===== config.mk =====
export PLATFORM = sky130hd
export DESIGN_NAME = periodic_event_timer_table
export DESIGN_NICKNAME = d
export VERILOG_FILES = /design/src/hw/rtl/pett_pkg.sv /design/src/hw/rtl/periodic_event_timer_table.sv /design/src/hw/rtl/pett_ram.sv /design/src/hw/rtl/pett_slot_step.sv
export SDC_FILE = /design/constraint.sdc
export NUM_CORES = 1
export LEC_CHECK = 0
export ABC_AREA = 1
export BUFFER_PORTS_ARGS = -buffer_cell sky130_fd_sc_hd__buf_2
export CAP_MARGIN = 10
export CORE_UTILIZATION = 25
export CTS_CLUSTER_SIZE = 10
export DETAILED_ROUTE_END_ITERATION = 7
export PLACE_DENSITY = 0.51
export SETUP_SLACK_MARGIN = 0.1
export SLEW_MARGIN = 10
export SYNTH_ARGS = -nofsm -noshare
export SYNTH_HDL_FRONTEND = slang
export SYNTH_SLANG_ARGS = --single-unit

===== constraint.sdc =====
create_clock -name clk -period 6.3 [get_ports clk]
set_input_delay 0.63 -clock clk [delete_from_list [all_inputs] [get_ports clk]]
set_output_delay 0.63 -clock clk [all_outputs]
set_load 0.02 [all_outputs]

===== src/hw/rtl/pett_pkg.sv =====
`timescale 1ns / 1ps
// ----------------------------------------------------------------------------
// pett_pkg: shared types and codes of the periodic event timer table
// Command and result codes, the slot entry layout kept in the slot memory,
// and the result record that travels from the sequencer to the output stage.
// ----------------------------------------------------------------------------
package pett_pkg;

  // Command codes carried on the request selector
  localparam logic [1:0] OP_REGISTER = 2'd0;
  localparam logic [1:0] OP_TICK     = 2'd1;
  localparam logic [1:0] OP_CLEAR    = 2'd2;

  // Result kinds
  typedef enum logic [1:0] {
    KIND_REPLY = 2'd0,
    KIND_EVENT = 2'd1,
    KIND_DONE  = 2'd2
  } kind_t;

  // One slot as stored in the slot memory
  typedef struct packed {
    logic        notify;
    logic [15:0] fire_count;
    logic [15:0] tick_count;
    logic [15:0] repeat_target;
    logic [15:0] period;
  } slot_entry_t;

  // One result item
  typedef struct packed {
    kind_t      kind;
    logic       status;
    logic [4:0] slot;
    logic       fired;
    logic       released;
    logic       release_notify;
    logic       last;
  } result_t;

endpackage


===== src/hw/rtl/periodic_event_timer_table.sv =====
`timescale 1ns / 1ps
// ----------------------------------------------------------------------------
// periodic_event_timer_table: table of repeating timer slots
// Register, tick and clear requests over a stream port; replies, slot events
// and done markers over a stream port; forever code set by a write channel.
// ----------------------------------------------------------------------------
// Slot parameters and counters live in one synchronous RAM of SLOTS entries;
// only the active bits are flip-flops, so no clearing pass follows reset.
// A register or clear request passes through a reply or done state before its
// result is queued. A tick walks the slots in index order: a free slot is
// skipped, an active slot is read from RAM, then updated and written back,
// and a done item follows the last slot; result stalls can hold the walk.
// Requests are taken one at a time; results pass through a two-entry output
// queue, so a finished result may wait while the next request is accepted.
// ----------------------------------------------------------------------------
module periodic_event_timer_table import pett_pkg::*; #(
  parameter int SLOTS = 8
) (
  input  logic        clk,
  input  logic        rst,
  // request: tuser = opcode[1:0]
  input  logic        s_tvalid,
  output logic        s_tready,
  // tdata: period[15:0], repeat_count[31:16], notify_on_release[32], zero fill
  input  logic [39:0] s_tdata,
  input  logic [1:0]  s_tuser,
  // result: tuser = kind[1:0], tlast = last
  output logic        m_tvalid,
  input  logic        m_tready,
  // tdata: status[0], slot[5:1], fired[6], released[7], release_notify[8]
  output logic [15:0] m_tdata,
  output logic [1:0]  m_tuser,
  output logic        m_tlast,
  // forever code write
  input  logic        cfg_valid,
  output logic        cfg_ready,
  input  logic [15:0] cfg_data
);

  localparam int SW = (SLOTS > 1) ? $clog2(SLOTS) : 1;
  localparam logic [SW-1:0] LAST_IDX = SW'(SLOTS - 1);

  typedef enum logic [2:0] {
    ST_IDLE,
    ST_READ,
    ST_UPDATE,
    ST_REPLY,
    ST_DONE
  } state_t;

  state_t      state;
  logic [SW-1:0] idx;
  logic [SLOTS-1:0] active;
  logic [15:0] forever_count;
  result_t     reply;

  // output queue: staging entry and output register
  result_t     res;
  logic        res_valid;
  result_t     m_out;

  logic        m_free;
  logic        can_put;
  logic        put;
  result_t     put_res;

  logic        free_found;
  logic [SW-1:0] free_idx;

  logic        ram_we;
  logic [SW-1:0] ram_waddr;
  slot_entry_t ram_wdata;
  logic        ram_re;
  slot_entry_t ram_rdata;

  slot_entry_t step_nxt;
  logic        step_fired;
  logic        step_released;
  logic        step_event;
  slot_entry_t new_entry;

  logic        accept;

  assign accept    = s_tvalid && s_tready;
  assign s_tready  = (state == ST_IDLE);
  assign cfg_ready = 1'b1;

  assign m_tdata = {7'd0, m_out.release_notify, m_out.released, m_out.fired,
                    m_out.slot, m_out.status};
  assign m_tuser = m_out.kind;
  assign m_tlast = m_out.last;

  // Find the lowest free slot
  always_comb begin
    free_found = 1'b0;
    free_idx   = '0;
    for (int i = SLOTS - 1; i >= 0; i--) begin
      if (!active[i]) begin
        free_found = 1'b1;
        free_idx   = SW'(i);
      end
    end
  end

  // Fresh entry for a register request
  always_comb begin
    new_entry.notify        = s_tdata[32];
    new_entry.fire_count    = 16'd0;
    new_entry.tick_count    = 16'd0;
    new_entry.repeat_target = s_tdata[31:16];
    new_entry.period        = s_tdata[15:0];
  end

  pett_ram #(
    .WIDTH ($bits(slot_entry_t)),
    .DEPTH (SLOTS),
    .AW    (SW)
  ) u_slot_ram (
    .clk   (clk),
    .we    (ram_we),
    .waddr (ram_waddr),
    .wdata (ram_wdata),
    .re    (ram_re),
    .raddr (idx),
    .rdata (ram_rdata)
  );

  pett_slot_step u_step (
    .cur           (ram_rdata),
    .forever_count (forever_count),
    .nxt           (step_nxt),
    .fired         (step_fired),
    .released      (step_released)
  );

  assign step_event = step_fired || step_released;
  assign m_free     = !m_tvalid || m_tready;
  assign can_put    = !res_valid || m_free;

  // Drive RAM accesses and result production from the current state
  always_comb begin
    ram_we    = 1'b0;
    ram_waddr = idx;
    ram_wdata = step_nxt;
    ram_re    = 1'b0;
    put       = 1'b0;
    put_res   = '0;
    unique case (state)
      ST_IDLE: begin
        if (accept && s_tuser == OP_REGISTER && free_found) begin
          ram_we    = 1'b1;
          ram_waddr = free_idx;
          ram_wdata = new_entry;
        end
      end
      ST_READ: begin
        ram_re = active[idx];
      end
      ST_UPDATE: begin
        if (!step_event || can_put) begin
          ram_we = 1'b1;
          put    = step_event;
        end
        put_res.kind           = KIND_EVENT;
        put_res.slot           = 5'(idx);
        put_res.fired          = step_fired;
        put_res.released       = step_released;
        put_res.release_notify = step_released && ram_rdata.notify;
      end
      ST_REPLY: begin
        put     = can_put;
        put_res = reply;
      end
      ST_DONE: begin
        put          = can_put;
        put_res.kind = KIND_DONE;
        put_res.last = 1'b1;
      end
      default: begin
        put = 1'b0;
      end
    endcase
  end

  // Sequencer, slot active bits, forever code and output queue
  always_ff @(posedge clk) begin
    if (rst) begin
      state         <= ST_IDLE;
      idx           <= '0;
      active        <= '0;
      forever_count <= 16'hFFFF;
      res_valid     <= 1'b0;
      m_tvalid      <= 1'b0;
    end else begin
      if (cfg_valid && cfg_ready) begin
        forever_count <= cfg_data;
      end

      unique case (state)
        ST_IDLE: begin
          if (accept) begin
            case (s_tuser)
              OP_REGISTER: begin
                if (free_found) begin
                  active[free_idx] <= 1'b1;
                end
                reply <= '{kind: KIND_REPLY,
                           status: !free_found,
                           slot: free_found ? 5'(free_idx) : 5'd0,
                           fired: 1'b0,
                           released: 1'b0,
                           release_notify: 1'b0,
                           last: 1'b1};
                state <= ST_REPLY;
              end
              OP_TICK: begin
                idx   <= '0;
                state <= ST_READ;
              end
              OP_CLEAR: begin
                active <= '0;
                state  <= ST_DONE;
              end
              default: begin
                state <= ST_DONE;
              end
            endcase
          end
        end
        ST_READ: begin
          if (active[idx]) begin
            state <= ST_UPDATE;
          end else if (idx == LAST_IDX) begin
            state <= ST_DONE;
          end else begin
            idx <= idx + SW'(1);
          end
        end
        ST_UPDATE: begin
          if (!step_event || can_put) begin
            if (step_released) begin
              active[idx] <= 1'b0;
            end
            if (idx == LAST_IDX) begin
              state <= ST_DONE;
            end else begin
              idx   <= idx + SW'(1);
              state <= ST_READ;
            end
          end
        end
        ST_REPLY, ST_DONE: begin
          if (can_put) begin
            state <= ST_IDLE;
          end
        end
        default: begin
          state <= ST_IDLE;
        end
      endcase

      // Advance the output queue
      if (m_free) begin
        if (res_valid) begin
          m_tvalid  <= 1'b1;
          m_out     <= res;
          res_valid <= put;
          if (put) begin
            res <= put_res;
          end
        end else if (put) begin
          m_tvalid <= 1'b1;
          m_out    <= put_res;
        end else begin
          m_tvalid <= 1'b0;
        end
      end else if (put) begin
        res_valid <= 1'b1;
        res       <= put_res;
      end
    end
  end

  // A staged result holds while the output register is blocked
  a_stage_hold: assert property (@(posedge clk) disable iff (rst)
    res_valid && m_tvalid && !m_tready |=> res_valid && $stable(res))
    else $error("staged result lost or changed while output stalled");

  // A clear request leaves every slot free
  a_clear_frees: assert property (@(posedge clk) disable iff (rst)
    accept && s_tuser == OP_CLEAR |=> active == '0)
    else $error("slots still active after clear");

  // Tick write-back only touches the slot being walked, which is active
  a_writeback_active: assert property (@(posedge clk) disable iff (rst)
    state == ST_UPDATE && ram_we |-> active[idx] && ram_waddr == idx)
    else $error("write-back to an inactive or wrong slot");

  // Never accept a request while a tick walk is in progress
  a_walk_blocks: assert property (@(posedge clk) disable iff (rst)
    (state == ST_READ || state == ST_UPDATE) |-> !s_tready)
    else $error("request accepted during tick walk");

endmodule


===== src/hw/rtl/pett_ram.sv =====
`timescale 1ns / 1ps
// ----------------------------------------------------------------------------
// pett_ram: generic single-port-write, single-port-read RAM
// One write and one read per cycle; read data is registered and holds its
// value while no read is issued.
// ----------------------------------------------------------------------------
module pett_ram #(
  parameter int WIDTH = 8,
  parameter int DEPTH = 8,
  parameter int AW    = 3
) (
  input  logic             clk,
  input  logic             we,
  input  logic [AW-1:0]    waddr,
  input  logic [WIDTH-1:0] wdata,
  input  logic             re,
  input  logic [AW-1:0]    raddr,
  output logic [WIDTH-1:0] rdata
);

  logic [WIDTH-1:0] mem [DEPTH];

  // Write port
  always_ff @(posedge clk) begin
    if (we) begin
      mem[waddr] <= wdata;
    end
  end

  // Registered read port
  always_ff @(posedge clk) begin
    if (re) begin
      rdata <= mem[raddr];
    end
  end

endmodule


===== src/hw/rtl/pett_slot_step.sv =====
`timescale 1ns / 1ps
// ----------------------------------------------------------------------------
// pett_slot_step: one tick applied to one slot entry
// Advances the tick counter, fires at the period, counts firings and decides
// release against the repeat target and the forever code.
// ----------------------------------------------------------------------------
module pett_slot_step import pett_pkg::*; (
  input  slot_entry_t cur,
  input  logic [15:0] forever_count,
  output slot_entry_t nxt,
  output logic        fired,
  output logic        released
);

  logic [15:0] tick_inc;
  logic [15:0] fire_inc;
  logic        hit;

  // Advance counters, then check the repeat target
  always_comb begin
    tick_inc = cur.tick_count + 16'd1;
    fired    = (tick_inc == cur.period);
    fire_inc = fired ? (cur.fire_count + 16'd1) : cur.fire_count;
    hit      = (fire_inc == cur.repeat_target);
    released = hit && (fire_inc != forever_count);

    nxt            = cur;
    nxt.tick_count = fired ? 16'd0 : tick_inc;
    nxt.fire_count = hit ? 16'd0 : fire_inc;
  end

endmodule


==> results.json, run 1 <==
{
  "rows": 118,
  "grt_pass1_vias": 16300,
  "yosysMostFrequentCell": "edfxtp_1",
  "synth_edf_count": 609,
  "clock-sinks": 641,
  "grt_max_degree": 66,
  "ys.flop_type": "edfxtp_1",
  "timing.rr.start": "u_slot_ram.rdata[32]$_DFFE_PP_",
  "p_leak_nw": 10.6,
  "synth_top_family_by_area": "simple AND/OR/NAND/NOR gates",
  "grt_pass1_wl_um": 106000,
  "critPathArrivalTime_ps": 5660,
  "dr_total_vias": 16800,
  "globalRouteTotalUtil_pct": 13.4,
  "drt_iter0_markers": 1313,
  "port-buffer-count": 67,
  "syn_area_per_cell_um2": 12.3,
  "die_h_um": 326,
  "finalCriticalPeriod_ps": 5430,
  "finalClockSkew_ps": 29.0,
  "synth_commonest_cells": "edfxtp_1, nand2_1, inv_1, nor2_1, nand3_1",
  "pwr-share-comb_pct": 15.6,
  "worst_slew_pin_slew_ps": 1110,
  "register_area_um2": 18900,
  "place_hpwl_um": 41500,
  "drive_gt1_share_pct": 10.8,
  "powerDensity_nw_per_um2": 360,
  "dp.cells": 3528,
  "final_cells": 3638,
  "cp_max_fo": 63,
  "synthArstFlopShare_pct": 0,
  "end_kind": "flip-flop",
  "die_w_um": 326,
  "clock_path_buffers": 3,
  "yosysWarnings": 0,
  "cts_buffers": 76,
  "final.setup.tns_ps": 0,
  "outcome": "complete, no violations",
  "cts_tree": "built",
  "whs_path_depth": 3,
  "ant_nets": 0,
  "hold_class": "in -> reg",
  "cts-hold-fix-buffers": 0,
  "synth_fa_ha_area_share_pct": 0.191,
  "ir_drop_uv": 201,
  "netlist_area_um2": 26200,
  "synth_mux_area_share_pct": 0,
  "yosys.area.top_type": "edfxtp_1",
  "dieArea_um2": 106000,
  "synth-xor-area-share_pct": 0.678,
  "synth_top_area_share_pct": 69.8,
  "path_class": "reg -> reg",
  "insertion_delay_ps": 610,
  "route.detailed.drc": 0,
  "power.share.clock_pct": 35.6,
  "initial_utilization_pct": 25.3,
  "synth.distinct_cells": 41,
  "reg2reg_to": "u_slot_ram.mem[2][15]$_DFFE_PP_",
  "power.switching_mw": 3.00,
  "grt_remaining_overflow": 0,
  "min_period_over_period_pct": 86.3,
  "synth_compound_area_share_pct": 7.56,
  "synthSimpleGateAreaFrac_pct": 15.5,
  "p_int_mw": 8.01,
  "min_from": "cfg_data[3]",
  "fin_nets": 2293,
  "core-area_um2": 104000,
  "cts_setup_buffers": 0,
  "fmax_mhz": 184,
  "p_sw_share_pct": 27.2,
  "fillCellCount": 10600,
  "rrSetupSlack_ps": 870,
  "cts_root_buffer": "clkbuf_16",
  "wirelength_um": 72700,
  "antenna_found_initial": 2,
  "antenna_cells": 0,
  "slew_violations": 0,
  "synth-seq-cells": 641,
  "drt-pass1-iter-count": 8,
  "crit_path_start_kind": "flip-flop",
  "syn2layout_area_growth_pct": 16.5,
  "multi_input_area_um2": 6440,
  "worst_ep_required_time_ps": 6530,
  "setup_violations": 0,
  "finalHoldViolations": 0,
  "ys_top_cells_by_area": "edfxtp_1, nand2_1, dfxtp_1",
  "wl_per_cell_um": 20.0,
  "rsz0062_at_grt": "false",
  "htreeDepth": 3,
  "max_cap_violations": 0,
  "ys_seq_area_share_pct": 72.2,
  "cts_resized": 0,
  "whs_endpoint": "forever_count[3]$_SDFFE_PP1P_",
  "p_seq_share_pct": 48.8,
  "synth_cells": 2123,
  "gp_congestion": 0.856,
  "slew_headroom_pct": 25.9,
  "worstRegToRegCells": 22,
  "viasPerCell": 4.62,
  "ios": 85,
  "cts.reportedPaths.clkPinSlew_ps": 50
}
[layout make-up]
class	count	area share [%]
Multi-Input combinational cell	1243	21.1
Clock buffer	99	6.65
Clock inverter	11	0.352
Timing Repair Buffer	104	2.33
Inverter	160	1.97
Tap cell	1380	5.65
Sequential cell	641	62.0
[kinds of logic after synthesis]
logic type	Yosys count
other	2
buffers and inverters	247
flip-flops	641
adder cells (fa/ha/maj)	4
AND/OR/NAND/NOR	927
AO/OA/AOI/OAI	285
XOR/XNOR	17
[critical path: stages (launching register included)]
cell	delay (ps)
edfxtp_1	420
ha_1	230
nand2_1	130
nor2_4	230
nand3_1	150
xnor3_1	220
nand2_1	60
nor2_2	580
nand3_4	490
nand2_1	250
nand2_1	130
nand2_1	80
nand2_1	50
nor2_1	160
nand2_1	90
nor2_1	90
nand2_1	180
nand2_1	190
a21oi_1	90
o21ai_1	290
nand3_1	240
nor2_4	210
buf_12	420
[how the worst max path moves through the flow]
stage                                      end                      startpoint  depth (start not counted)  slack, ps
2_1_floorplan   u_slot_ram.mem[0][0]$_DFFE_PP_  u_slot_ram.rdata[32]$_DFFE_PP_                         25        280
3_3_place_gp   u_slot_ram.mem[2][13]$_DFFE_PP_  u_slot_ram.rdata[32]$_DFFE_PP_                         24        930
3_5_place_dp   u_slot_ram.mem[2][15]$_DFFE_PP_  u_slot_ram.rdata[32]$_DFFE_PP_                         24        860
4_1_cts        u_slot_ram.mem[4][14]$_DFFE_PP_  u_slot_ram.rdata[32]$_DFFE_PP_                         24        860
5_1_grt        u_slot_ram.mem[4][46]$_DFFE_PP_  u_slot_ram.rdata[32]$_DFFE_PP_                         22        380
6_report       u_slot_ram.mem[2][15]$_DFFE_PP_  u_slot_ram.rdata[32]$_DFFE_PP_                         22        870
[state kept, by name (all words and copies together) (netlist names)]
register	count
u_slot_ram.mem	520
u_slot_ram.rdata	65
forever_count	16
res	10
active	8
m_tdata	7
reply	4
idx	3
state	3
m_tuser	2
m_tlast	1
m_tvalid	1
res_valid	1
[power groups by stage]
stage / Combinational (mW) / Sequential [mW] / Clock, mW
final: 1.71 / 5.37 / 3.92
after global routing: 1.91 / 5.40 / 4.16
after CTS: 1.74 / 5.37 / 4.00
after detailed placement: 1.73 / 5.46 / 0
after global placement: 1.72 / 5.45 / 0
after floorplan: 1.09 / 5.44 / 0
[metal layers]
metal,up-vias,routed length (µm),track usage [%]
met5,-,9,0
met4,2,1310,3.47
met3,95,3610,2.07
met2,443,34000,21.8
met1,8403,33800,18.5
li1,7863,-,-
[per-stage QoR]
step | setup WS [ps] | utilization (%) | instance area, µm² | power, mW | hold WS, ps
2_1_floorplan | 276 | - | 26200 | 6.53 | 442
3_3_place_gp | 931 | 27.4 | 28400 | 7.17 | 461
3_5_place_dp | 859 | 27.4 | 28400 | 7.18 | 467
4_1_cts | 857 | 29.4 | 30500 | 11.1 | 238
5_1_grt | 384 | 29.4 | 30500 | 11.5 | 257
6_report | 865 | 29.4 | 30500 | 11.0 | 267
[placed cells by master (no fill, tap or decap), types with 18 or more instances in the layout]
cell type,instances
a21oi_1,37
a221oi_1,60
a22o_1,30
a22oi_1,74
buf_2,67
buf_4,29
clkbuf_1,21
clkbuf_16,78
dfxtp_1,32
edfxtp_1,609
inv_1,155
nand2_1,542
nand3_1,118
nand4_1,77
nor2_1,113
nor2_4,18
o21ai_0,68
Power figures use the tool's default switching activity.
==> inputs of run 2 (changes only) <==
- CTS_CLUSTER_DIAMETER: unset -> 150
- clock period: 6.3 -> 4.7 ns (I/O delays scaled with it)
==> results.json, run 2 (synthesis results as in run 1) <==
{
  "multi_input_area_um2": 6490,
  "insertion_delay_ps": 620,
  "htreeDepth": 3,
  "whs_path_depth": 3,
  "initial_utilization_pct": 25.3,
  "cts.reportedPaths.clkPinSlew_ps": 60,
  "regMostFlops": "u_slot_ram.mem",
  "hold_class": "in -> reg",
  "worstRegToRegCells": 27,
  "finalCriticalPeriod_ps": 4200,
  "wl_per_cell_um": 20.0,
  "grt_remaining_overflow": 0,
  "grt_pass1_wl_um": 107000,
  "die_h_um": 326,
  "cts_buffers": 74,
  "grt_pass1_vias": 16500,
  "min_period_over_period_pct": 89.4,
  "drt-pass1-iter-count": 7,
  "largestRegisters": "u_slot_ram.mem x520, u_slot_ram.rdata x65, forever_count x16",
  "rsz0062_at_grt": "false",
  "max_cap_violations": 0,
  "cts_root_buffer": "clkbuf_16",
  "critPathArrivalTime_ps": 4500,
  "largest_reg_flops": 520,
  "place_hpwl_um": 44100,
  "grt_max_degree": 65,
  "port-buffer-count": 67,
  "p_leak_nw": 11.0,
  "clock_path_buffers": 3,
  "layout_setup_ws_ps": 498,
  "setup_violations": 0,
  "powerDensity_nw_per_um2": 471,
  "rrSetupSlack_ps": 500,
  "fin_nets": 2345,
  "dr_total_vias": 16900,
  "drt_iter0_markers": 1269,
  "register_area_um2": 18900,
  "fillCellCount": 10500,
  "die_w_um": 326,
  "ant_nets": 0,
  "ir_drop_uv": 237,
  "end_kind": "flip-flop",
  "final_common_cell": "edfxtp_1",
  "viasPerCell": 4.58,
  "slew_headroom_pct": 18.5,
  "worst_slew_pin_slew_ps": 1220,
  "finalHoldViolations": 0,
  "final.setup.tns_ps": 0,
  "finalClockSkew_ps": 35.7,
  "route.detailed.drc": 0,
  "wirelength_um": 73800,
  "outcome": "complete, no violations",
  "clock-sinks": 641,
  "worst_ep_required_time_ps": 5000,
  "path_class": "reg -> reg",
  "place_ws_ps": 231,
  "fmax_mhz": 238,
  "rows": 118,
  "syn2layout_area_growth_pct": 19.5,
  "cts-hold-fix-buffers": 0,
  "antenna_found_initial": 5,
  "dieArea_um2": 106000,
  "drive_gt1_share_pct": 12.9,
  "slew_violations": 0,
  "most-common-layout-cells": "edfxtp_1, nand2_1, inv_1",
  "globalRouteTotalUtil_pct": 13.5,
  "final_cells": 3698,
  "cts_tree": "built",
  "cp_max_fo": 20,
  "dp.cells": 3568,
  "gp_congestion": 0.862,
  "ios": 85,
  "core-area_um2": 104000,
  "crit_path_start_kind": "flip-flop"
}
## run 2: cell type report
class,count,area share (%)
Antenna cell,1,0.00798
Clock buffer,108,6.32
Clock inverter,7,0.256
Inverter,160,1.92
Multi-Input combinational cell,1244,20.7
Sequential cell,641,60.4
Tap cell,1380,5.51
Timing Repair Buffer,157,4.88
## run 2: worst max-delay path: stages (launching register included)
cell and delay, ps:
edfxtp_1 410, ha_2 240, nand2_2 100, nor2_4 190
nand3_1 110, nand2_1 100, nand2_1 50, nand2_1 60
nand3_1 130, nor2_4 230, buf_4 220, nand3_1 150
nand2_1 140, nand3b_1 80, nand2_1 60, nand2_1 50
inv_1 40, nand2_1 40, nor2_1 160, nand2_2 130
nand2_1 120, a21oi_1 70, o21ai_1 140, buf_4 180
nand3_2 120, nor2_4 180, buf_12 160, buf_12 190
## run 2: routing by layer
layer / global-route usage (%) / routed length, µm
met2: 22.1 / 34600
met5: 0 / 48
met4: 3.95 / 1430
met1: 18.4 / 33900
met3: 1.99 / 3840
## run 2: what timing repair did
item,4_1_cts,5_1_grt
resized for setup,0,16
setup buffers,0,8
setup endpoints to repair,0,530
## run 2: path summary, 6_finish.rpt
| path | to | start |
|---|---|---|
| max reg2reg | u_slot_ram.mem[1][49]$_DFFE_PP_ | u_slot_ram.rdata[32]$_DFFE_PP_ |
| min reg2reg | forever_count[13]$_SDFFE_PP1P_ | forever_count[13]$_SDFFE_PP1P_ |
| max | u_slot_ram.mem[1][49]$_DFFE_PP_ | u_slot_ram.rdata[32]$_DFFE_PP_ |
| min | forever_count[9]$_SDFFE_PP1P_ | cfg_data[9] |
## run 2: power by group
part,internal [mW],switching [mW],total [mW]
logic,0.774,1.70,2.47
clock network,2.91,2.20,5.11
registers,7.00,0.194,7.19
## run 2: per-stage QoR
step | hold WS [ps] | power (mW) | area [µm²] | util, %
floorplan | 442 | 8.75 | 26300 | -
global placement | 465 | 9.74 | 29000 | 27.9
detailed placement | 470 | 9.75 | 29000 | 27.9
CTS | 66.5 | 14.9 | 31000 | 29.9
global route | 89.4 | 15.4 | 31300 | 30.2
finish | 90.4 | 14.8 | 31300 | 30.2
